## src/rtl/assert_macros.svh

```systemverilog
// assertion macros of the identifier set table, included by its top level
`ifndef ASSERT_MACROS_SVH
`define ASSERT_MACROS_SVH

`ifndef ASSERT_OFF

// property that must hold at every clock edge outside reset
`define ASSERT_ALWAYS(label, clk, rstn, prop) \
    label: assert property (@(posedge clk) disable iff (!(rstn)) (prop)) \
        else $error("%m: invariant violated");

// same-cycle implication
`define ASSERT_IMPLY(label, clk, rstn, ante, cons) \
    label: assert property (@(posedge clk) disable iff (!(rstn)) (ante) |-> (cons)) \
        else $error("%m: implication violated");

// next-cycle implication
`define ASSERT_NEXT(label, clk, rstn, ante, cons) \
    label: assert property (@(posedge clk) disable iff (!(rstn)) (ante) |=> (cons)) \
        else $error("%m: next-cycle implication violated");

`else

`define ASSERT_ALWAYS(label, clk, rstn, prop)
`define ASSERT_IMPLY(label, clk, rstn, ante, cons)
`define ASSERT_NEXT(label, clk, rstn, ante, cons)

`endif

`endif

```

## src/rtl/idst_pkg.sv

```systemverilog
// shared types and constants of the identifier set table
package idst_pkg;

    localparam int ID_W        = 32;
    localparam int POS_W       = 8;
    localparam int COUNT_OUT_W = 9;
    localparam int CMD_W       = 2;

    // default number of slots
    localparam int CAPACITY_DEF = 16;

    // command codes
    localparam logic [CMD_W-1:0] CMD_ADD    = 2'd0;
    localparam logic [CMD_W-1:0] CMD_DELETE = 2'd1;
    localparam logic [CMD_W-1:0] CMD_SEARCH = 2'd2;
    localparam logic [CMD_W-1:0] CMD_READ   = 2'd3;

    // status codes
    localparam logic STATUS_OK  = 1'b0;
    localparam logic STATUS_ERR = 1'b1;

    // command word
    typedef struct packed {
        logic [CMD_W-1:0] command;
        logic [ID_W-1:0]  id_value;
        logic [POS_W-1:0] position;
    } in_word_t;

    // result word
    typedef struct packed {
        logic                   status;
        logic                   found;
        logic [ID_W-1:0]        id_out;
        logic [COUNT_OUT_W-1:0] count_out;
    } out_word_t;

endpackage

```

## src/rtl/idst_ram.sv

```systemverilog
// generic single-port-write, single-port-read ram with registered read data
module idst_ram #(
    parameter int WIDTH = 32,
    parameter int DEPTH = 16,
    parameter int AW    = (DEPTH > 1) ? $clog2(DEPTH) : 1
) (
    input  logic             aclk,
    input  logic             we,
    input  logic [AW-1:0]    waddr,
    input  logic [WIDTH-1:0] wdata,
    input  logic             re,
    input  logic [AW-1:0]    raddr,
    output logic [WIDTH-1:0] rdata
);

    logic [WIDTH-1:0] mem [DEPTH];
    logic [WIDTH-1:0] rdata_reg;

    // write port
    always_ff @(posedge aclk) begin
        if (we) begin
            mem[waddr] <= wdata;
        end
    end

    // registered read port
    always_ff @(posedge aclk) begin
        if (re) begin
            rdata_reg <= mem[raddr];
        end
    end

    assign rdata = rdata_reg;

endmodule

```

## src/rtl/id_set_table.sv

```systemverilog
// top level of the identifier set table: command sequencer around the entry ram
//
//  channel | ports                    | direction | word
//  --------+--------------------------+-----------+-----------
//  command | s_valid s_ready s_word   | in        | in_word_t
//  result  | m_valid m_ready m_word   | out       | out_word_t
//
// add and a read-at miss go from acceptance straight to the done state, a read-at
// hit through the read state; search and delete scan one used slot per cycle, and
// a delete hit then passes through the swap state (an empty set goes straight to done)
// aresetn clears the count, the sequencer and the output valid; the entry ram needs no clearing
// the next command is taken in the cycle after the result is loaded, even while
// it waits in the output register; a finished result waits for that register
module id_set_table
    import idst_pkg::*;
#(
    parameter int CAPACITY = CAPACITY_DEF
) (
    input  logic      aclk,
    input  logic      aresetn,
    input  logic      s_valid,
    output logic      s_ready,
    input  in_word_t  s_word,
    output logic      m_valid,
    input  logic      m_ready,
    output out_word_t m_word
);

`include "assert_macros.svh"

    localparam int AW = (CAPACITY > 1) ? $clog2(CAPACITY) : 1;
    localparam int CW = $clog2(CAPACITY + 1);

    typedef enum logic [4:0] {
        S_IDLE = 5'b00001,
        S_SCAN = 5'b00010,
        S_READ = 5'b00100,
        S_SWAP = 5'b01000,
        S_DONE = 5'b10000
    } state_t;

    state_t           state_reg, state_next;
    logic [CW-1:0]    count_reg, count_next;
    logic [CMD_W-1:0] cmd_reg, cmd_next;
    logic [ID_W-1:0]  key_reg, key_next;
    logic [AW-1:0]    cmp_idx_reg, cmp_idx_next;
    logic [AW-1:0]    slot_reg, slot_next;
    out_word_t        res_reg, res_next;
    out_word_t        out_reg;
    logic             m_valid_reg;

    logic             ram_we;
    logic [AW-1:0]    ram_waddr;
    logic [ID_W-1:0]  ram_wdata;
    logic             ram_re;
    logic [AW-1:0]    ram_raddr;
    logic [ID_W-1:0]  ram_rdata;

    logic             accept;
    logic             out_free;
    logic             res_load;
    logic [CW-1:0]    last_cnt;
    logic             scan_last;
    logic             pos_hit;

    assign accept    = s_valid && s_ready;
    assign out_free  = !m_valid_reg || m_ready;
    assign res_load  = (state_reg == S_DONE) && out_free;
    assign last_cnt  = count_reg - CW'(1);
    assign scan_last = (CW'(cmp_idx_reg) == last_cnt);
    assign pos_hit   = ({1'b0, s_word.position} < COUNT_OUT_W'(count_reg));

    // entry store
    idst_ram #(
        .WIDTH (ID_W),
        .DEPTH (CAPACITY),
        .AW    (AW)
    ) u_entries (
        .aclk  (aclk),
        .we    (ram_we),
        .waddr (ram_waddr),
        .wdata (ram_wdata),
        .re    (ram_re),
        .raddr (ram_raddr),
        .rdata (ram_rdata)
    );

    // command sequencer
    always_comb begin
        state_next   = state_reg;
        count_next   = count_reg;
        cmd_next     = cmd_reg;
        key_next     = key_reg;
        cmp_idx_next = cmp_idx_reg;
        slot_next    = slot_reg;
        res_next     = res_reg;
        ram_we       = 1'b0;
        ram_waddr    = AW'(count_reg);
        ram_wdata    = s_word.id_value;
        ram_re       = 1'b0;
        ram_raddr    = '0;

        case (state_reg)
            S_IDLE: begin
                if (accept) begin
                    cmd_next = s_word.command;
                    key_next = s_word.id_value;
                    res_next = '0;
                    case (s_word.command)
                        CMD_ADD: begin
                            if (count_reg == CW'(CAPACITY)) begin
                                res_next.status    = STATUS_ERR;
                                res_next.count_out = COUNT_OUT_W'(count_reg);
                            end else begin
                                ram_we             = 1'b1;
                                count_next         = count_reg + CW'(1);
                                res_next.count_out = COUNT_OUT_W'(count_reg + CW'(1));
                            end
                            state_next = S_DONE;
                        end
                        CMD_READ: begin
                            res_next.count_out = COUNT_OUT_W'(count_reg);
                            if (pos_hit) begin
                                ram_re     = 1'b1;
                                ram_raddr  = AW'(s_word.position);
                                state_next = S_READ;
                            end else begin
                                state_next = S_DONE;
                            end
                        end
                        default: begin
                            // search and delete share the scan
                            res_next.count_out = COUNT_OUT_W'(count_reg);
                            if (count_reg == '0) begin
                                if (s_word.command == CMD_DELETE) begin
                                    res_next.status = STATUS_ERR;
                                end
                                state_next = S_DONE;
                            end else begin
                                ram_re       = 1'b1;
                                ram_raddr    = '0;
                                cmp_idx_next = '0;
                                state_next   = S_SCAN;
                            end
                        end
                    endcase
                end
            end
            S_SCAN: begin
                // ram_rdata holds the entry at cmp_idx_reg
                if (ram_rdata == key_reg) begin
                    if (cmd_reg == CMD_DELETE) begin
                        slot_next  = cmp_idx_reg;
                        ram_re     = 1'b1;
                        ram_raddr  = AW'(last_cnt);
                        state_next = S_SWAP;
                    end else begin
                        res_next.found  = 1'b1;
                        res_next.id_out = key_reg;
                        state_next      = S_DONE;
                    end
                end else if (scan_last) begin
                    if (cmd_reg == CMD_DELETE) begin
                        res_next.status = STATUS_ERR;
                    end
                    state_next = S_DONE;
                end else begin
                    ram_re       = 1'b1;
                    ram_raddr    = cmp_idx_reg + AW'(1);
                    cmp_idx_next = cmp_idx_reg + AW'(1);
                end
            end
            S_READ: begin
                res_next.found  = 1'b1;
                res_next.id_out = ram_rdata;
                state_next      = S_DONE;
            end
            S_SWAP: begin
                // move the last entry into the freed slot
                ram_we             = 1'b1;
                ram_waddr          = slot_reg;
                ram_wdata          = ram_rdata;
                count_next         = last_cnt;
                res_next.count_out = COUNT_OUT_W'(last_cnt);
                state_next         = S_DONE;
            end
            S_DONE: begin
                if (out_free) begin
                    state_next = S_IDLE;
                end
            end
            default: begin
                state_next = S_IDLE;
            end
        endcase
    end

    // control registers
    always_ff @(posedge aclk) begin
        if (!aresetn) begin
            state_reg <= S_IDLE;
            count_reg <= '0;
        end else begin
            state_reg <= state_next;
            count_reg <= count_next;
        end
    end

    // working registers
    always_ff @(posedge aclk) begin
        cmd_reg     <= cmd_next;
        key_reg     <= key_next;
        cmp_idx_reg <= cmp_idx_next;
        slot_reg    <= slot_next;
        res_reg     <= res_next;
    end

    // output register
    always_ff @(posedge aclk) begin
        if (!aresetn) begin
            m_valid_reg <= 1'b0;
        end else if (res_load) begin
            m_valid_reg <= 1'b1;
        end else if (m_ready) begin
            m_valid_reg <= 1'b0;
        end
    end

    always_ff @(posedge aclk) begin
        if (res_load) begin
            out_reg <= res_reg;
        end
    end

    assign s_ready = (state_reg == S_IDLE);
    assign m_valid = m_valid_reg;
    assign m_word  = out_reg;

    // checks
    `ASSERT_ALWAYS(a_count_in_range, aclk, aresetn, count_reg <= CW'(CAPACITY))
    `ASSERT_IMPLY(a_write_states, aclk, aresetn, ram_we, state_reg == S_IDLE || state_reg == S_SWAP)
    `ASSERT_IMPLY(a_scan_in_range, aclk, aresetn, state_reg == S_SCAN, CW'(cmp_idx_reg) < count_reg)
    `ASSERT_NEXT(a_result_from_done, aclk, aresetn, res_load, m_valid_reg && state_reg == S_IDLE)

endmodule
```

## config.mk

```make
export PLATFORM = sky130hd
export DESIGN_NAME = id_set_table
export DESIGN_NICKNAME = d
export VERILOG_FILES = /design/src/rtl/idst_pkg.sv /design/src/rtl/idst_ram.sv /design/src/rtl/id_set_table.sv
export VERILOG_INCLUDE_DIRS = /design/src /design/src/rtl
export SDC_FILE = /design/constraint.sdc
export NUM_CORES = 1
export LEC_CHECK = 0
export ABC_AREA = 1
export BUFFER_PORTS_ARGS = -buffer_cell sky130_fd_sc_hd__clkbuf_2
export CAP_MARGIN = 20
export CORE_AREA = 2 2 246 248
export CTS_CLUSTER_DIAMETER = 200
export CTS_CLUSTER_SIZE = 16
export DETAILED_ROUTE_END_ITERATION = 7
export DIE_AREA = 0 0 248 250
export PLACE_DENSITY_LB_ADDON = 0.1
export SYNTH_ARGS = -nofsm -noshare
export SYNTH_HDL_FRONTEND = slang
export SYNTH_HIERARCHICAL = 1
export SYNTH_SLANG_ARGS = --single-unit
```

## constraint.sdc

```tcl
create_clock -name aclk -period 5.3 [get_ports aclk]
set_input_delay 1.325 -clock aclk [delete_from_list [all_inputs] [get_ports aclk]]
set_output_delay 1.325 -clock aclk [all_outputs]
set_load 0.005 [all_outputs]
```

Yosys cells after proc, flatten, opt, wreduce, memory -nomap -nowiden
Memory sizes are Yosys's and may differ from the RTL's. A register that Yosys moved wholly into a read port is not among the register bits.
Cells that the tools add are included.
W data, S select, Z words.
{"block": "word_totals", "input_bits": 46, "mem_bits_rw": 512, "n_memories": 1, "wordCells": 124, "ff_bits": 139}
{"name": "u_entries.mem", "words": 16, "word_bits": 32, "read_ports": 1, "rd_ports_with_merged_regs": 1, "write_ports": 1, "line_no": "idst_ram.sv:16", "source": "logic [WIDTH-1:0] mem [DEPTH];"}
{"block": "op_classes", "reduce_logical": 20, "mux": 59, "eq_ne": 24, "addsub": 4, "n_lt_le_gt_ge": 1}
{"op": "$pmux W33 S3", "n": 1}
{"op": "$mux W33", "n": 2}
{"op": "$mux W5", "n": 10}
{"op": "$mux W4", "n": 12}
{"op": "$mux W43", "n": 1}
{"op": "$eq A32 B32 Y1", "n": 1}
{"op": "$mux W32", "n": 1}
{"op": "$ne A2 B2 Y1 const B", "n": 10}
{"op": "$pmux W5 S2", "n": 2}
{"op": "$pmux W5 S4", "n": 1}
{"op": "$mux W1", "n": 19}
{"op": "$pmux W9 S2", "n": 1}
{"op": "$pmux W4 S2", "n": 2}
{"op": "$eq A5 B5 Y1 const B", "n": 2}
{"op": "$pmux W1 S2", "n": 5}
{"op": "$mux W9", "n": 1}
{"op": "$lt A8 B5 Y1", "n": 1}
{"op": "$reduce_and A4 Y1", "n": 2}
{"op": "$add A5 B1 Y6 const B", "n": 1}
{"op": "$mux W6", "n": 1}
{"op": "$reduce_and A3 Y1", "n": 2}
{"op": "$reduce_and A6 Y1", "n": 1}
{"op": "$reduce_bool A2 Y1", "n": 3}
{"op": "$add A5 B1 Y5 const B", "n": 1}
{"op": "20 further kinds", "n": 25}

Logic depth before layout (Yosys ltp)
Gate-level depths: netlist of the first run.
{"block": "logic_depth", "depth_word": 7, "ltp_mapped": 21, "ltp_nobuf": 18}

Modules after synthesis
Netlist of the first run, hierarchy kept.
{"mod": "idst_ram", "area_per_inst_um2": 23050.9, "n_inst": 1, "cells_each": 2120, "seq_area_each_um2": 16335.7}
{"mod": "id_set_table", "area_per_inst_um2": 6374.9, "n_inst": 1, "cells_each": 641, "seq_area_each_um2": 3883.7}

Least setup slack after synthesis of the first run
No wires, ideal clock.
{"block": "synth_path", "path_kind": "input-to-reg", "start": "in s_valid", "end": "reg res_reg[10] (netlist name), enable pin", "arrival_time_ns": 3.702, "required_time_ns": 4.836, "cell_stages": 2, "path_slack_ns": 1.134, "n_path_buf": 0, "path_cell_list": "nor2_1 nor3_1"}
{"block": "synth_between", "elab_chain_len": 3}
{"item": "start: declaration", "line_no": "id_set_table.sv:21", "source": "input logic s_valid,"}
{"item": "$logic_and A1 B1 Y1", "line_no": "id_set_table.sv:66", "source": "assign accept = s_valid && s_ready;"}
{"item": "$ne A2 B1 Y1 (no source line)"}
{"item": "$reduce_and A4 Y1 (no source line)"}
{"item": "end signal: assignment", "line_no": "id_set_table.sv:215", "source": "res_reg <= res_next;"}
{"item": "end: declaration", "line_no": "id_set_table.sv:48", "source": "out_word_t res_reg, res_next;"}
Every way passes these cells.
A chain may end at the register's enable or synchronous reset.

Worst setup path after layout of the first run
{"block": "layout_path", "start": "reg count_reg[0]", "end": "reg u_entries.rdata_reg[11], in the netlist u_entries/rdata[11], read port of u_entries.mem, data pin"}
{"block": "layout_between", "elab_chain_len": 5, "word_cells_on_any_way": 18, "cone_classes": "add/sub: 1; order compare: 1; eq/ne: 1; mux: 14; reduce/logical: 1"}
{"item": "start: declaration", "line_no": "id_set_table.sv:43", "source": "logic [CW-1:0] count_reg, count_next;"}
{"item": "start signal: assignment", "line_no": "id_set_table.sv:205", "source": "count_reg <= count_next;"}
{"item": "$sub A5 B1 Y5 or $lt A8 B5 Y1 (tied branches)", "line_no": "id_set_table.sv:69, id_set_table.sv:71"}
{"item": "$eq A4 B5 Y1 or $mux W4 (tied branches)", "line_no": "id_set_table.sv:70, id_set_table.sv:123"}
{"item": "$mux W4 (on tied branches)"}
{"item": "$mux W4 (on tied branches)", "line_no": "id_set_table.sv:151, id_set_table.sv:105"}
{"item": "$pmux W4 S2 *", "line_no": "id_set_table.sv:103", "source": "case (state_reg)"}
{"item": "net ram_raddr[1]", "line_no": "id_set_table.sv:56", "source": "logic [AW-1:0] ram_raddr;"}
{"item": "end: declaration", "line_no": "idst_ram.sv:17", "source": "logic [WIDTH-1:0] rdata_reg;"}
Mark *: on every way through the listed nets, which the timed path passes. The rest lies on a longest branch.

==> results.toml, run 1 <==
[drt]
drt_first_pass_iters = 5
routed_wl_um = 73500
via_per_inst = 5.26
wl_per_cell_um = 20.2
via_count = 19145
ant_nets = 0
drt_iter0_drc = 1736
drc_errors = 0

[layout]
seqCellArea_sq_um = 20200
largest_reg_flops = 512
fillers = 5161
fin_cells = 3637
multi_input_area_sq_um = 6760
insertedDiodeCount = 0
area_delta_synth_final_pct = 9.29
final_area_sq_um = 32200
mostFrequentLayoutCell = "nand2_1"
layout-drive-gt1-share_pct = 9.32
final_cell_mix = "nand2_1, edfxtp_1, inv_1"
num-nets-final = 2901

[die]
placementRows = 90
core-area_sq_um = 59600
start_util_pct = 49.4
fp.dieH_um = 250
io_pins = 91
die_x_um = 248
dieArea_sq_um = 62000

[logic_synthesis]
synth_top_area_cell = "edfxtp_1"
yosysWarnings = 6
avgSynthCellArea_sq_um = 10.7
netlist_top_cells_area = "edfxtp_1, nand2_1, nand3_1, inv_1, buf_6"
ys_seq_area_share_pct = 68.7
ys_ff_latch = 677
syn_inst = 2761
synth_cell_types = 43
synth_top_area_share_pct = 68.0
syn_area_sq_um = 29400

[power_and_ir_drop]
power.density_nw_per_um2 = 315
vdd_drop_max_mv = 0.283
p_leak_nw = 13.3

[clock_tree]
postCtsHoldBufs = 0
root_buffer = "clkbuf_16"
cts-buffers-inserted = 48
cts_tree = "done"
clockBufferDepth = 3
cts.clk_slew.worst_paths_ns = 0.08
cts_sinks = 677
cts_resized = 0
post_cts_buffers = 0
htree_levels = 2
clk-insertion-delay-late_ns = 0.61

[timing]
setup_ws_ns = 1.31
fin_tns_setup_ns = 0
timing.fmax_mhz = 250
period_share_pct = 75.4
max_slew.worst_pin.slew_ns = 1.18
period_minus_slack_ns = 3.99
fin_worst_skew_ns = 0.0214
rsz0062_at_grt = "no"
finalMaxSlewViolations = 0
setup_viol = 0
timing.hold.ws_ns = 0.419
hold_viol = 0
timing.slew.headroom_pct = 21.4

[setup_path]
endpoint_kind = "flop"
worstSetupPathType = "reg -> reg"
worstPathRequired_ns = 5.78
critical_path.max_fanout = 78
worstRegToRegCells = 15
critPathLaunchType = "flop"
arrival_ns = 4.47

[global_routing]
grt_pass1_vias = 17831
grt_use_total_pct = 23.9
antenna_found_initial = 1
overflow = 0
grt_pass1_wl_um = 110000
grt_start_max_net_pins = 204

[placement]
dp.final_hpwl_um = 41100
dpl_cell_area_sq_um = 30800
dpl.cell_count = 3576
gp_congestion = 0.906
io_buffers = 87
dp_slack_ns = 0.775

[hold_path]
hold_class = "reg -> reg"
holdPathStages = 0

[status]
status = "completed"

[flow_run]
max_cap_viol_count = 0
layer usage:
metal,wire (um),global-route usage [%],part of all wire (%),vias to the layer above
met1,33100,35.1,45,9224
li1,-,-,-,9123
met3,5000,2.93,6.8,106
met2,33700,37.7,46,692
met4,1710,6.26,2.3,0
met5,0,0,0,-
metrics by stage:
stage / utilization [%] / total power [mW]
2_1_floorplan: - / 6.58
3_3_place_gp: 51.7 / 6.80
3_5_place_dp: 51.7 / 6.82
4_1_cts: 54.0 / 10.2
5_1_grt: 54.0 / 10.5
6_report: 54.0 / 10.1
cell type report:
type / instances / share of cell area, %
multi-input cells: 1480 / 21.0
clock buffers: 58 / 3.98
repair buffers: 159 / 3.35
flip-flops and latches: 677 / 62.9
clock inverters: 2 / 0.101
inverters: 479 / 5.64
well taps: 782 / 3.04
worst max-delay path, stage by stage (launching register included):
cell,delay [ns]
dfxtp_1,0.56
inv_1,0.17
ha_1,0.36
inv_1,0.09
nand2_1,0.07
nand4_1,0.10
nor3_2,0.23
nand2_2,0.13
nand3_4,0.15
o211ai_1,0.21
inv_4,0.77
buf_4,0.54
nand3_1,0.14
nand3_1,0.10
nand3_1,0.09
nand2_1,0.11
report_power, final:
group / leakage [nW] / internal [mW] / switching (mW)
Sequential: 6.15 / 6.07 / 0.0694
Clock: 0.639 / 1.69 / 1.73
Combinational: 6.52 / 0.158 / 0.402
Total: 13.3 / 7.92 / 2.20
synth_stat cells:
library cell / n
nand2_1: 853
edfxtp_1: 666
inv_1: 469
nand3_1: 394
o21ai_0: 63
nor2_1: 57
buf_2: 45
buf_6: 31
clkbuf_1: 26
xnor2_1: 22
buf_1: 14
o22ai_1: 12
dfxtp_1: 11
a21oi_1: 10
buf_4: 10
ha_1: 10
nand2_2: 9
inv_2: 7
nor3_1: 7
nand4_1: 6
xor2_1: 5
a31oi_1: 4
nor2_2: 3
o221ai_1: 3
a21oi_2: 2
inv_4: 2
nand3b_1: 2
nor3_4: 2
o21ai_1: 2
buf_12: 1
conb_1: 1
inv_6: 1
nand3_2: 1
nand3_4: 1
nor2_4: 1
nor3_2: 1
o211ai_1: 1
o21a_1: 1
o21ai_2: 1
o21ai_4: 1
o311ai_1: 1
o31ai_1: 1
or2_1: 1
kinds of logic (layout without fill, tap and decap cells):
kind of cell,count (synthesis),count (layout),synth area share [%]
buf+inv,606,698,8.93
other cells,1,3,0.0127
fa+ha+maj,10,10,0.425
simple gates,1338,1338,19.2
flops,677,677,68.7
xor+xnor,27,27,0.804
compound gates,102,102,1.96
final timing paths:
| check | start | endpoint | slack [ns] |
|---|---|---|---|
| hold / removal | res_reg[17] | m_word[17] | 0.42 |
| setup reg to reg | count_reg[0] | u_entries/rdata[11] | 1.31 |
| hold reg to reg | res_reg[17] | m_word[17] | 0.42 |
| setup / recovery | count_reg[0] | u_entries/rdata[11] | 1.31 |
No activity file was read; power rests on OpenSTA's default activity.
==> inputs of run 2 (changes only) <==
==> constraint.sdc (replaced) <==
create_clock -name aclk -period 4.19 [get_ports aclk]
set_input_delay 1.0475 -clock aclk [delete_from_list [all_inputs] [get_ports aclk]]
set_output_delay 1.0475 -clock aclk [all_outputs]
set_load 0.005 [all_outputs]
==> results.toml, run 2 (synthesis gave the netlist of run 1 again) <==
[clock_tree]
clk-insertion-delay-late_ns = 0.61
cts.clk_slew.worst_paths_ns = 0.08
cts_sinks = 677
post_cts_buffers = 0
cts-buffers-inserted = 48
htree_levels = 2
cts_tree = "done"
clockBufferDepth = 3
cts_resized = 0
postCtsHoldBufs = 0
root_buffer = "clkbuf_16"

[drt]
routed_wl_um = 74900
ant_nets = 0
via_count = 19185
wl_per_cell_um = 20.5
via_per_inst = 5.25
drc_errors = 0
drt_iter0_drc = 1764
drt_first_pass_iters = 7

[setup_path]
worstRegToRegCells = 16
critPathLaunchType = "flop"
r2r_end = "u_entries/rdata[5]"
worstPathRequired_ns = 4.55
arrival_ns = 4.04
worstSetupPathType = "reg -> reg"
critical_path.max_fanout = 51
r2r_start = "count_reg[0]"
endpoint_kind = "flop"
r2r_slack_ns = 0.51

[layout]
final_cell_mix = "nand2_1, edfxtp_1, inv_1"
layout-drive-gt1-share_pct = 9.89
insertedDiodeCount = 0
mostFrequentLayoutCell = "nand2_1"
num-nets-final = 2919
area_delta_synth_final_pct = 10.5
largest_reg_flops = 512
layout.core_utilization_pct = 54.6

[timing]
finalMaxSlewViolations = 0
period_minus_slack_ns = 3.68
rsz0062_at_grt = "no"
max_slew.worst_pin.slew_ns = 0.680
timing.fmax_mhz = 272
hold_viol = 0
timing.slew.headroom_pct = 54.7
fin_tns_setup_ns = 0
period_share_pct = 87.7
fin_worst_skew_ns = 0.0192
setup_viol = 0

[hold_path]
hp-start = "res_reg[3]"
min_to = "m_word[3]"
hold_class = "reg -> reg"
holdPathStages = 0

[global_routing]
grt_pass1_vias = 18097
grt_pass1_wl_um = 112000
overflow = 0
antenna_found_initial = 2
grt_use_total_pct = 24.4
grt_start_max_net_pins = 98

[placement]
dp.final_hpwl_um = 43800
gp_congestion = 0.856
io_buffers = 87

[die]
core-area_sq_um = 59600
start_util_pct = 49.4
dieArea_sq_um = 62000
die_x_um = 248
io_pins = 91
placementRows = 90
fp.dieH_um = 250

[status]
status = "completed"

[power_and_ir_drop]
vdd_drop_max_mv = 0.299
p_leak_nw = 13.5
power.density_nw_per_um2 = 395

[flow_run]
max_cap_viol_count = 0
-- run 2: cell types whose count changed in the layout (fill, tap and decap cells not counted) --
cell / delta
buf_12: +17
buf_4: +1
o21ai_0: +1
o21ai_1: -1
-- run 2: per-stage QoR --
step           hold slack, ns  cells  power [mW]  worst slack (ns)  instance area (sq um)
2_1_floorplan           0.400   2763        8.32             0.237                  29400
6_report                0.416   3655        12.8             0.514                  32500
5_1_grt                 0.424   3655        13.3             0.269                  32500
4_1_cts                 0.418   3654        13.0             0.509                  32500
3_5_place_dp            0.405   3594        8.64             0.344                  31200
3_3_place_gp            0.400   3594        8.62             0.348                  31200
-- run 2: metal layers --
metal,vias up,GRT usage [%],wire length [um]
li1,9150,-,-
met1,9285,35.5,33000
met2,646,38.3,34400
met3,104,4.06,5710
met4,0,6.23,1730
met5,-,0,0
-- run 2: final cells by class --
cell class | instances | area [sq um]
fill | 5185 | 27100
sequential | 677 | 20200
multi-input combinational | 1480 | 6760
inverter | 479 | 1810
timing repair buffer | 177 | 1420
clock buffer | 58 | 1280
tap | 782 | 978
clock inverter | 2 | 32.5
-- run 2: worst max path at each step --
| stage | start | to |
|---|---|---|
| detailed placement | s_word[3] | u_entries/rdata[5] |
| global route | count_reg[0] | u_entries/rdata[27] |
| finish | count_reg[0] | u_entries/rdata[5] |
| floorplan | u_entries/rdata[29] | res_reg[10] |
| CTS | count_reg[0] | u_entries/rdata[5] |
| global placement | s_word[3] | u_entries/rdata[26] |
-- run 2: worst max-delay path, cell delays in order (launching register included) --
cell and delay [ns]:
dfxtp_1 0.56, inv_1 0.20, ha_1 0.37, inv_1 0.09
nand2_1 0.07, nand4_1 0.12, nor3_2 0.21, nand2_2 0.11
nand3_4 0.15, o221ai_4 0.28, inv_6 0.44, buf_12 0.32
nand2_1 0.08, nand3_1 0.14, nand3_1 0.10, nand3_1 0.09
nand2_1 0.06
-- run 2: power by group --
part	leakage, nW	total, mW	internal [mW]	switching (mW)
combinational	6.67	0.722	0.209	0.513
sequential	6.15	7.77	7.68	0.0904
clock	0.639	4.35	2.14	2.21
total	13.5	12.8	10.0	2.81
